### src/rtl/lfgen_pkg.sv
// Shared types and constants for the life generation row stream.
`default_nettype none

package lfgen_pkg;

  // Stream payload widths.
  localparam int ROW_W      = 64;
  localparam int ROWNUM_W   = 10;
  localparam int TDATA_IN_W = 64;
  localparam int TDATA_OUT_W = 80;

  // Configuration port.
  localparam int CFG_ADDR_W = 1;
  localparam int CFG_DATA_W = 11;
  localparam int WIDTH_REG_W = 7;
  localparam int HEIGHT_REG_W = 11;

  localparam logic [CFG_ADDR_W-1:0] REG_GRID_WIDTH  = 1'b0;
  localparam logic [CFG_ADDR_W-1:0] REG_GRID_HEIGHT = 1'b1;

  // Result queue geometry.
  localparam int OQ_DEPTH = 4;
  localparam int OQ_AW    = 2;
  localparam int OQ_CW    = 3;

  typedef struct packed {
    logic                last_row;
    logic [ROWNUM_W-1:0] row_number;
    logic [ROW_W-1:0]    next_row_cells;
  } result_t;

endpackage

`default_nettype wire

### src/rtl/lfgen_row_eval.sv
// Per-column B3/S23 evaluation of one row from the rows above and below it.
`default_nettype none

module lfgen_row_eval #(
  parameter int LANES = 64
) (
  input  wire logic [LANES-1:0] up,
  input  wire logic [LANES-1:0] mid,
  input  wire logic [LANES-1:0] down,
  input  wire logic [LANES-1:0] mask,
  output logic      [LANES-1:0] res
);

  logic [LANES+1:0] up_p;
  logic [LANES+1:0] mid_p;
  logic [LANES+1:0] down_p;

  // A dead column on each side gives the dead border.
  assign up_p   = {1'b0, up & mask, 1'b0};
  assign mid_p  = {1'b0, mid & mask, 1'b0};
  assign down_p = {1'b0, down & mask, 1'b0};

  for (genvar k = 0; k < LANES; k++) begin : g_lane
    logic [3:0] n;
    logic       alive;
    assign alive = mid_p[k+1];
    assign n = 4'(up_p[k]) + 4'(up_p[k+1]) + 4'(up_p[k+2]) +
               4'(mid_p[k]) + 4'(mid_p[k+2]) +
               4'(down_p[k]) + 4'(down_p[k+1]) + 4'(down_p[k+2]);
    assign res[k] = mask[k] & ((n == 4'd3) | (alive & (n == 4'd2)));
  end

endmodule

`default_nettype wire

### src/rtl/lfgen_out_fifo.sv
// Small result queue; up to two pushes and one pop (when out_ready) per cycle.
`default_nettype none

module lfgen_out_fifo
  import lfgen_pkg::*;
(
  input  wire logic             clk,
  input  wire logic             rst,
  input  wire logic             push_a,
  input  wire logic             push_b,
  input  wire result_t          data_a,
  input  wire result_t          data_b,
  output logic      [OQ_CW-1:0] count,
  output logic                  out_valid,
  input  wire logic             out_ready,
  output result_t               out_data
);

  result_t          mem [OQ_DEPTH];
  logic [OQ_AW-1:0] wr_ptr;
  logic [OQ_AW-1:0] rd_ptr;
  logic [OQ_AW-1:0] wr_ptr_b;
  logic [1:0]       n_push;
  logic             pop;

  assign n_push    = 2'(push_a) + 2'(push_b);
  assign out_valid = (count != '0);
  assign pop       = out_valid & out_ready;
  assign out_data  = mem[rd_ptr];
  assign wr_ptr_b  = push_a ? (wr_ptr + OQ_AW'(1)) : wr_ptr;

  always_ff @(posedge clk) begin
    if (rst) begin
      wr_ptr <= '0;
      rd_ptr <= '0;
      count  <= '0;
    end else begin
      wr_ptr <= wr_ptr + OQ_AW'(n_push);
      if (pop) begin
        rd_ptr <= rd_ptr + OQ_AW'(1);
      end
      count <= count + OQ_CW'(n_push) - OQ_CW'(pop);
    end
  end

  always_ff @(posedge clk) begin
    if (push_a) begin
      mem[wr_ptr] <= data_a;
    end
    if (push_b) begin
      mem[wr_ptr_b] <= data_b;
    end
  end

`ifndef SYNTH
  a_count_bound: assert property (@(posedge clk) disable iff (rst)
    count <= OQ_CW'(OQ_DEPTH))
    else $error("result queue count above depth");

  a_double_push: assert property (@(posedge clk) disable iff (rst)
    push_a && push_b |=> count >= OQ_CW'(2))
    else $error("double push did not leave two entries");

  a_pop_only: assert property (@(posedge clk) disable iff (rst)
    pop && !push_a && !push_b |=> count == $past(count) - OQ_CW'(1))
    else $error("pop without push did not drop count by one");
`endif

endmodule

`default_nettype wire

### src/rtl/life_generation_row_stream.sv
// An accepted row is registered into the evaluation stage, whose result beat(s) then go into
// the result queue. Input is one row per cycle while s_axis_tready is high; the final row of
// a generation can give two result beats. Ready is set by room in the four-entry result queue.
// Reset (rst, synchronous, active high) clears the stored rows, the row count, the queue
// and restores a width of 64 columns and a height of 64 rows.
`default_nettype none

module life_generation_row_stream
  import lfgen_pkg::*;
#(
  parameter int MAX_WIDTH  = 64,
  parameter int MAX_HEIGHT = 1024
) (
  input  wire logic                   clk,
  input  wire logic                   rst,
  // Configuration write port.
  input  wire logic                   cfg_we,
  input  wire logic [CFG_ADDR_W-1:0]  cfg_addr,
  input  wire logic [CFG_DATA_W-1:0]  cfg_wdata,
  // Input rows.
  input  wire logic                   s_axis_tvalid,
  output logic                        s_axis_tready,
  input  wire logic [TDATA_IN_W-1:0]  s_axis_tdata,  // [63:0] row_cells
  // Result rows.
  output logic                        m_axis_tvalid,
  input  wire logic                   m_axis_tready,
  output logic      [TDATA_OUT_W-1:0] m_axis_tdata,  // [63:0] next_row_cells, [73:64] row_number
  output logic                        m_axis_tlast   // last_row
);

  localparam int HEFF_MAX = (MAX_HEIGHT < 2047) ? MAX_HEIGHT : 2047;
  localparam int CNT_W    = $clog2(HEFF_MAX);
  localparam logic [HEIGHT_REG_W-1:0] HMAX = HEIGHT_REG_W'(HEFF_MAX);
  localparam logic [WIDTH_REG_W-1:0]  WMAX = WIDTH_REG_W'(MAX_WIDTH);

  logic [WIDTH_REG_W-1:0]  grid_width;
  logic [HEIGHT_REG_W-1:0] grid_height;
  logic [WIDTH_REG_W-1:0]  w_eff;
  logic [HEIGHT_REG_W-1:0] h_eff;
  logic [MAX_WIDTH-1:0]    mask;

  logic [MAX_WIDTH-1:0] row_above;
  logic [MAX_WIDTH-1:0] row_held;
  logic [CNT_W-1:0]     rows_seen;

  logic                 accept;
  logic [MAX_WIDTH-1:0] cur;
  logic                 has_prev;
  logic                 final_now;

  logic                 s1_valid;
  logic [MAX_WIDTH-1:0] s1_cur;
  logic [MAX_WIDTH-1:0] s1_above;
  logic [MAX_WIDTH-1:0] s1_held;
  logic [CNT_W-1:0]     s1_idx;
  logic                 s1_mid_en;
  logic                 s1_final;
  logic [1:0]           s1_n;

  logic [MAX_WIDTH-1:0] res_mid;
  logic [MAX_WIDTH-1:0] res_last;
  logic [11:0]          idx_ext;
  result_t              data_a;
  result_t              data_b;
  result_t              out_data;
  logic [OQ_CW-1:0]     oq_count;
  logic [3:0]           room_need;

  // Configuration registers.
  always_ff @(posedge clk) begin
    if (rst) begin
      grid_width  <= WIDTH_REG_W'(64);
      grid_height <= HEIGHT_REG_W'(64);
    end else if (cfg_we) begin
      case (cfg_addr)
        REG_GRID_WIDTH:  grid_width  <= cfg_wdata[WIDTH_REG_W-1:0];
        REG_GRID_HEIGHT: grid_height <= cfg_wdata[HEIGHT_REG_W-1:0];
        default:         grid_width  <= grid_width;
      endcase
    end
  end

  always_comb begin
    w_eff = grid_width;
    if (grid_width == '0) begin
      w_eff = WIDTH_REG_W'(1);
    end else if (grid_width > WMAX) begin
      w_eff = WMAX;
    end
    h_eff = grid_height;
    if (grid_height == '0) begin
      h_eff = HEIGHT_REG_W'(1);
    end else if (grid_height > HMAX) begin
      h_eff = HMAX;
    end
  end

  for (genvar k = 0; k < MAX_WIDTH; k++) begin : g_mask
    assign mask[k] = (WIDTH_REG_W'(k) < w_eff);
  end

  // Input side: row bookkeeping happens as the beat is taken.
  assign accept    = s_axis_tvalid & s_axis_tready;
  assign cur       = s_axis_tdata[MAX_WIDTH-1:0] & mask;
  assign has_prev  = (rows_seen != '0);
  assign final_now = ((12'(rows_seen) + 12'd1) >= {1'b0, h_eff});

  always_ff @(posedge clk) begin
    if (rst) begin
      row_above <= '0;
      row_held  <= '0;
      rows_seen <= '0;
      s1_valid  <= 1'b0;
    end else begin
      s1_valid <= accept;
      if (accept) begin
        if (final_now) begin
          row_above <= '0;
          row_held  <= '0;
          rows_seen <= '0;
        end else begin
          row_above <= has_prev ? row_held : '0;
          row_held  <= cur;
          rows_seen <= rows_seen + CNT_W'(1);
        end
      end
    end
  end

  always_ff @(posedge clk) begin
    if (accept) begin
      s1_cur    <= cur;
      s1_above  <= row_above;
      s1_held   <= has_prev ? row_held : '0;
      s1_idx    <= rows_seen;
      s1_mid_en <= has_prev;
      s1_final  <= final_now;
    end
  end

  // Evaluation stage: the row above the new one, and the final row itself.
  lfgen_row_eval #(.LANES(MAX_WIDTH)) u_eval_mid (
    .up   (s1_above),
    .mid  (s1_held),
    .down (s1_cur),
    .mask (mask),
    .res  (res_mid)
  );

  lfgen_row_eval #(.LANES(MAX_WIDTH)) u_eval_last (
    .up   (s1_held),
    .mid  (s1_cur),
    .down ('0),
    .mask (mask),
    .res  (res_last)
  );

  assign idx_ext = 12'(s1_idx);

  always_comb begin
    data_a.next_row_cells = ROW_W'(res_mid);
    data_a.row_number     = 10'(idx_ext - 12'd1);
    data_a.last_row       = 1'b0;
    data_b.next_row_cells = ROW_W'(res_last);
    data_b.row_number     = idx_ext[ROWNUM_W-1:0];
    data_b.last_row       = 1'b1;
  end

  assign s1_n = s1_valid ? (2'(s1_mid_en) + 2'(s1_final)) : 2'd0;

  // Room for the row in evaluation and for two more results from a new row.
  assign room_need     = 4'(oq_count) + 4'(s1_n) + 4'd2;
  assign s_axis_tready = (room_need <= 4'(OQ_DEPTH));

  lfgen_out_fifo u_out_fifo (
    .clk       (clk),
    .rst       (rst),
    .push_a    (s1_valid & s1_mid_en),
    .push_b    (s1_valid & s1_final),
    .data_a    (data_a),
    .data_b    (data_b),
    .count     (oq_count),
    .out_valid (m_axis_tvalid),
    .out_ready (m_axis_tready),
    .out_data  (out_data)
  );

  assign m_axis_tdata = {6'b0, out_data.row_number, out_data.next_row_cells};
  assign m_axis_tlast = out_data.last_row;

`ifndef SYNTH
  a_stage_follows: assert property (@(posedge clk) disable iff (rst)
    accept |=> s1_valid)
    else $error("accepted row did not reach the evaluation stage");

  a_final_wraps: assert property (@(posedge clk) disable iff (rst)
    accept && final_now |=> rows_seen == '0)
    else $error("row count did not wrap after the final row");

  a_count_steps: assert property (@(posedge clk) disable iff (rst)
    accept && !final_now |=> rows_seen == $past(rows_seen) + CNT_W'(1))
    else $error("row count did not advance by one");
`endif

endmodule

`default_nettype wire

### config.mk
export PLATFORM = sky130hd
export DESIGN_NAME = life_generation_row_stream
export DESIGN_NICKNAME = d
export VERILOG_FILES = /design/src/rtl/lfgen_pkg.sv /design/src/rtl/lfgen_row_eval.sv /design/src/rtl/lfgen_out_fifo.sv /design/src/rtl/life_generation_row_stream.sv
export SDC_FILE = /design/constraint.sdc
export NUM_CORES = 2
export LEC_CHECK = 0
export ABC_AREA = 1
export BUFFER_PORTS_ARGS = -buffer_cell sky130_fd_sc_hd__buf_2
export CAP_MARGIN = 20
export CORE_ASPECT_RATIO = 1.25
export CORE_UTILIZATION = 55
export DETAILED_ROUTE_END_ITERATION = 7
export PLACE_DENSITY = 0.68
export SLEW_MARGIN = 10
export SYNTH_ARGS = -nofsm -noshare
export SYNTH_HDL_FRONTEND = slang
export SYNTH_SLANG_ARGS = --single-unit
### constraint.sdc
create_clock -name clk -period 17.38 [get_ports clk]
set_clock_uncertainty 0.1 [all_clocks]
set_input_delay 0 -clock clk [delete_from_list [all_inputs] [get_ports clk]]
set_output_delay 0 -clock clk [all_outputs]
set_load 0.05 [all_outputs]
==> results.sh <==
export IMPL_status="completed"
export IMPL_cp_slowest_cell="dfxtp_1"
export IMPL_cp_start_kind="flip-flop"
export IMPL_h_tree_depth=3
export IMPL_endpoint_kind="flip-flop"
export IMPL_holdBufCountCts=96
export IMPL_syn_inst=5442
export IMPL_grt_ovfl_total=0
export IMPL_vias_per_cell=5.638
export IMPL_grt_max_degree=84
export IMPL_yosysSeqAreaShare=0.3856
export IMPL_clockBufferDepth=3
export IMPL_required_ns=17.76
export IMPL_synthFlopType="edfxtp_1"
export IMPL_grt_pass1_wl_mm=214.8
export IMPL_cp_max_fo=11
export IMPL_layout_common_cells="inv_1 (1145), nand2_1 (907), edfxtp_1 (500)"
export IMPL_ys_ff_latch=670
export IMPL_period_needed_ns=5.621
export IMPL_first_pass_iters=6
export IMPL_port_buffers=157
export IMPL_rows=120
export IMPL_hold_violations=0
export IMPL_ys_warn_count=0
export IMPL_maxClockFrequency_mhz=177.9
export IMPL_max_stage_delay_ns=0.67
export IMPL_start_util=0.5561
export IMPL_setup_viol=0
export IMPL_cts_buffers=74
export IMPL_boundaryPins=164
export IMPL_wl_per_cell_microns=20.28
export IMPL_drive_above_1_share=0.07932
export IMPL_track_usage=0.3192
export IMPL_nets=6369
export IMPL_p_leak_nw=24.18
export IMPL_dp_hpwl_mm=92.65
export IMPL_drc=0
export IMPL_peakVddDrop_v=0.0001122
export IMPL_cts_resized=0
export IMPL_cp_num_buf_inv=2
export IMPL_worst_slew_pin_slew_ns=1.076
export IMPL_coreArea_sq_um=85880
export IMPL_layout_commonest_cell="inv_1"
export IMPL_detail_route_antenna_nets=0
export IMPL_powerDensity_nw_per_um2=190.5
export IMPL_critical_path_class="reg -> reg"
export IMPL_synth_area_per_cell_sq_um=8.776
export IMPL_drt_iter0_drc=2891
export IMPL_synthArstFlopShare=0
export IMPL_dpl_worst_slack_ns=11.90
export IMPL_clock_sinks=670
export IMPL_fin_area_sq_um=53040
export IMPL_syn_to_final_growth_pct=11.05
export IMPL_wl_mm=138.8
export IMPL_grt_pass1_vias=38460
export IMPL_die_h_microns=331.5
export IMPL_drv_cap=0
export IMPL_die_w_microns=265.6
export IMPL_relSlewSlack=0.2825
export IMPL_antenna_found_initial=7
export IMPL_postPlaceCellArea_sq_um=49620
export IMPL_cts_setup_buffers=0
export IMPL_layout_worst_path_cycle_share=0.3234
export IMPL_cts_clk_slew_worst_paths_ns=0.06
export IMPL_vias=38610
export IMPL_hold_path_class="in -> reg"
export IMPL_worstSkewPairLatency_ns=0.66
export IMPL_place_congestion=0.9200
export IMPL_tritoncts="yes"
export IMPL_synth_edf_count=500
export IMPL_crit_chain="nand2_1 -> nand2_2 -> nand2_2 -> nand2_1 -> nand3_1 -> nand3b_1 -> nand2_1 -> inv_1 -> ha_1 -> fa_1 -> inv_1 -> fa_1 -> fa_1 -> xnor2_1 -> nor4_1 -> nand3_1 -> o21ai_0"
export IMPL_setup_slack_ns=11.76
export IMPL_final_max_slew_viol_count=0
export IMPL_synth_area_sq_um=47760
export IMPL_critPathTopFamily="simple AND/OR/NAND/NOR gates"
export IMPL_die_area_sq_um=88020
export IMPL_rsz0062_at_grt="no"
export IMPL_root_buffer="clkbuf_16"
export IMPL_synth_distinct_cells=59
export IMPL_totalNegativeSetupSlack_ns=0
export IMPL_arrival_ns=6.00
-- layout make-up --
| cell class | instances | area, sq um |
|---|---|---|
| flip-flops and latches | 670 | 18420 |
| clock buffers | 92 | 2012 |
| diodes | 2 | 5.005 |
| fillers | 7348 | 32850 |
| multi-input cells | 3411 | 24240 |
| clock inverters | 46 | 440.4 |
| inverters | 1178 | 4434 |
| well taps | 1159 | 1450 |
| repair buffers | 289 | 2036 |
-- final timing paths --
kind	slack, ns	cells after the start	to	from
max	11.76	17	u_out_fifo.mem[2][9]	grid_width[2]
max reg2reg	11.76	17	u_out_fifo.mem[2][9]	grid_width[2]
min	0.03	4	grid_height[6]	cfg_wdata[6]
min reg2reg	0.33	0	s1_above[26]	row_above[26]
-- power by group --
group          switching (W)  internal [W]
sequential          0.000146       0.00211
combinational        0.00410       0.00215
clock               0.000692      0.000907
-- cells in the mapped netlist, drive strengths merged (36+ instances only) --
| cell type | n | area (sq um) |
|---|---|---|
| nand4 | 47 | 294.0 |
| xor2 | 36 | 315.3 |
| nand2 | 947 | 3655 |
| fa | 328 | 6566 |
| inv | 1175 | 4415 |
| clkbuf | 125 | 469.2 |
| buf | 63 | 337.8 |
| nand3 | 271 | 1366 |
| o2111ai | 56 | 490.5 |
| nor3 | 49 | 285.3 |
| ha | 336 | 4204 |
| nor2 | 488 | 1893 |
| edfxtp | 500 | 15010 |
| o22ai | 231 | 1445 |
| o21ai | 266 | 1361 |
| dfxtp | 170 | 3403 |
| o21bai | 40 | 311.5 |
| a21oi | 182 | 940.9 |
-- through the flow --
step                      std cells  hold slack, ns  utilization  power (W)
final                          6847         0.02573       0.6176    0.01010
after global routing           6846         0.06142       0.6175    0.01112
after floorplan                5447         0.03038            -   0.006955
after detailed placement       6611          0.1139       0.5778   0.008480
after global placement         6611          0.1162       0.5778   0.008240
after CTS                      6845         0.01037       0.6175    0.01012
-- worst reg2reg max path, stage by stage (launching register included) --
cell	delay (ns)
dfxtp_1	0.67
nand2_1	0.30
nand2_2	0.35
nand2_2	0.49
nand2_1	0.31
nand3_1	0.18
nand3b_1	0.24
nand2_1	0.08
inv_1	0.04
ha_1	0.28
fa_1	0.50
inv_1	0.05
fa_1	0.43
fa_1	0.40
xnor2_1	0.13
nor4_1	0.63
nand3_1	0.13
o21ai_0	0.13
-- cell families after synthesis --
kind of cell               count (synthesis)  synth area share
and+or+nand+nor                         1830            0.1614
buffers and inverters                   1366            0.1096
AOI/OAI and AO/OA                        867            0.1097
DFF                                      670            0.3856
adders and majority gates                664            0.2255
xor gates and xnor gates                  44          0.008069
other                                      1        0.00007852
-- layer usage --
layer | global-route usage | vias to the layer above | wire [microns]
li1 | - | 18070 | -
met3 | 0.05182 | 387 | 10300
met4 | 0.1772 | 8 | 8229
met1 | 0.3826 | 18620 | 53020
met5 | 0 | - | 46
met2 | 0.5450 | 1521 | 67230
-- state kept, by name, summed over array words and instances (netlist names), named ones only --
register / cells
s1_final: 1
s1_mid_en: 1
u_out_fifo.mem: 300
s1_held: 64
row_above: 64
row_held: 64
s1_valid: 1
grid_width: 7
u_out_fifo.count: 3
s1_cur: 64
u_out_fifo.wr_ptr: 2
rows_seen: 10
s1_above: 64
grid_height: 11
s1_idx: 10
u_out_fifo.rd_ptr: 2
Note: power is estimated with default switching activity, not from simulation.
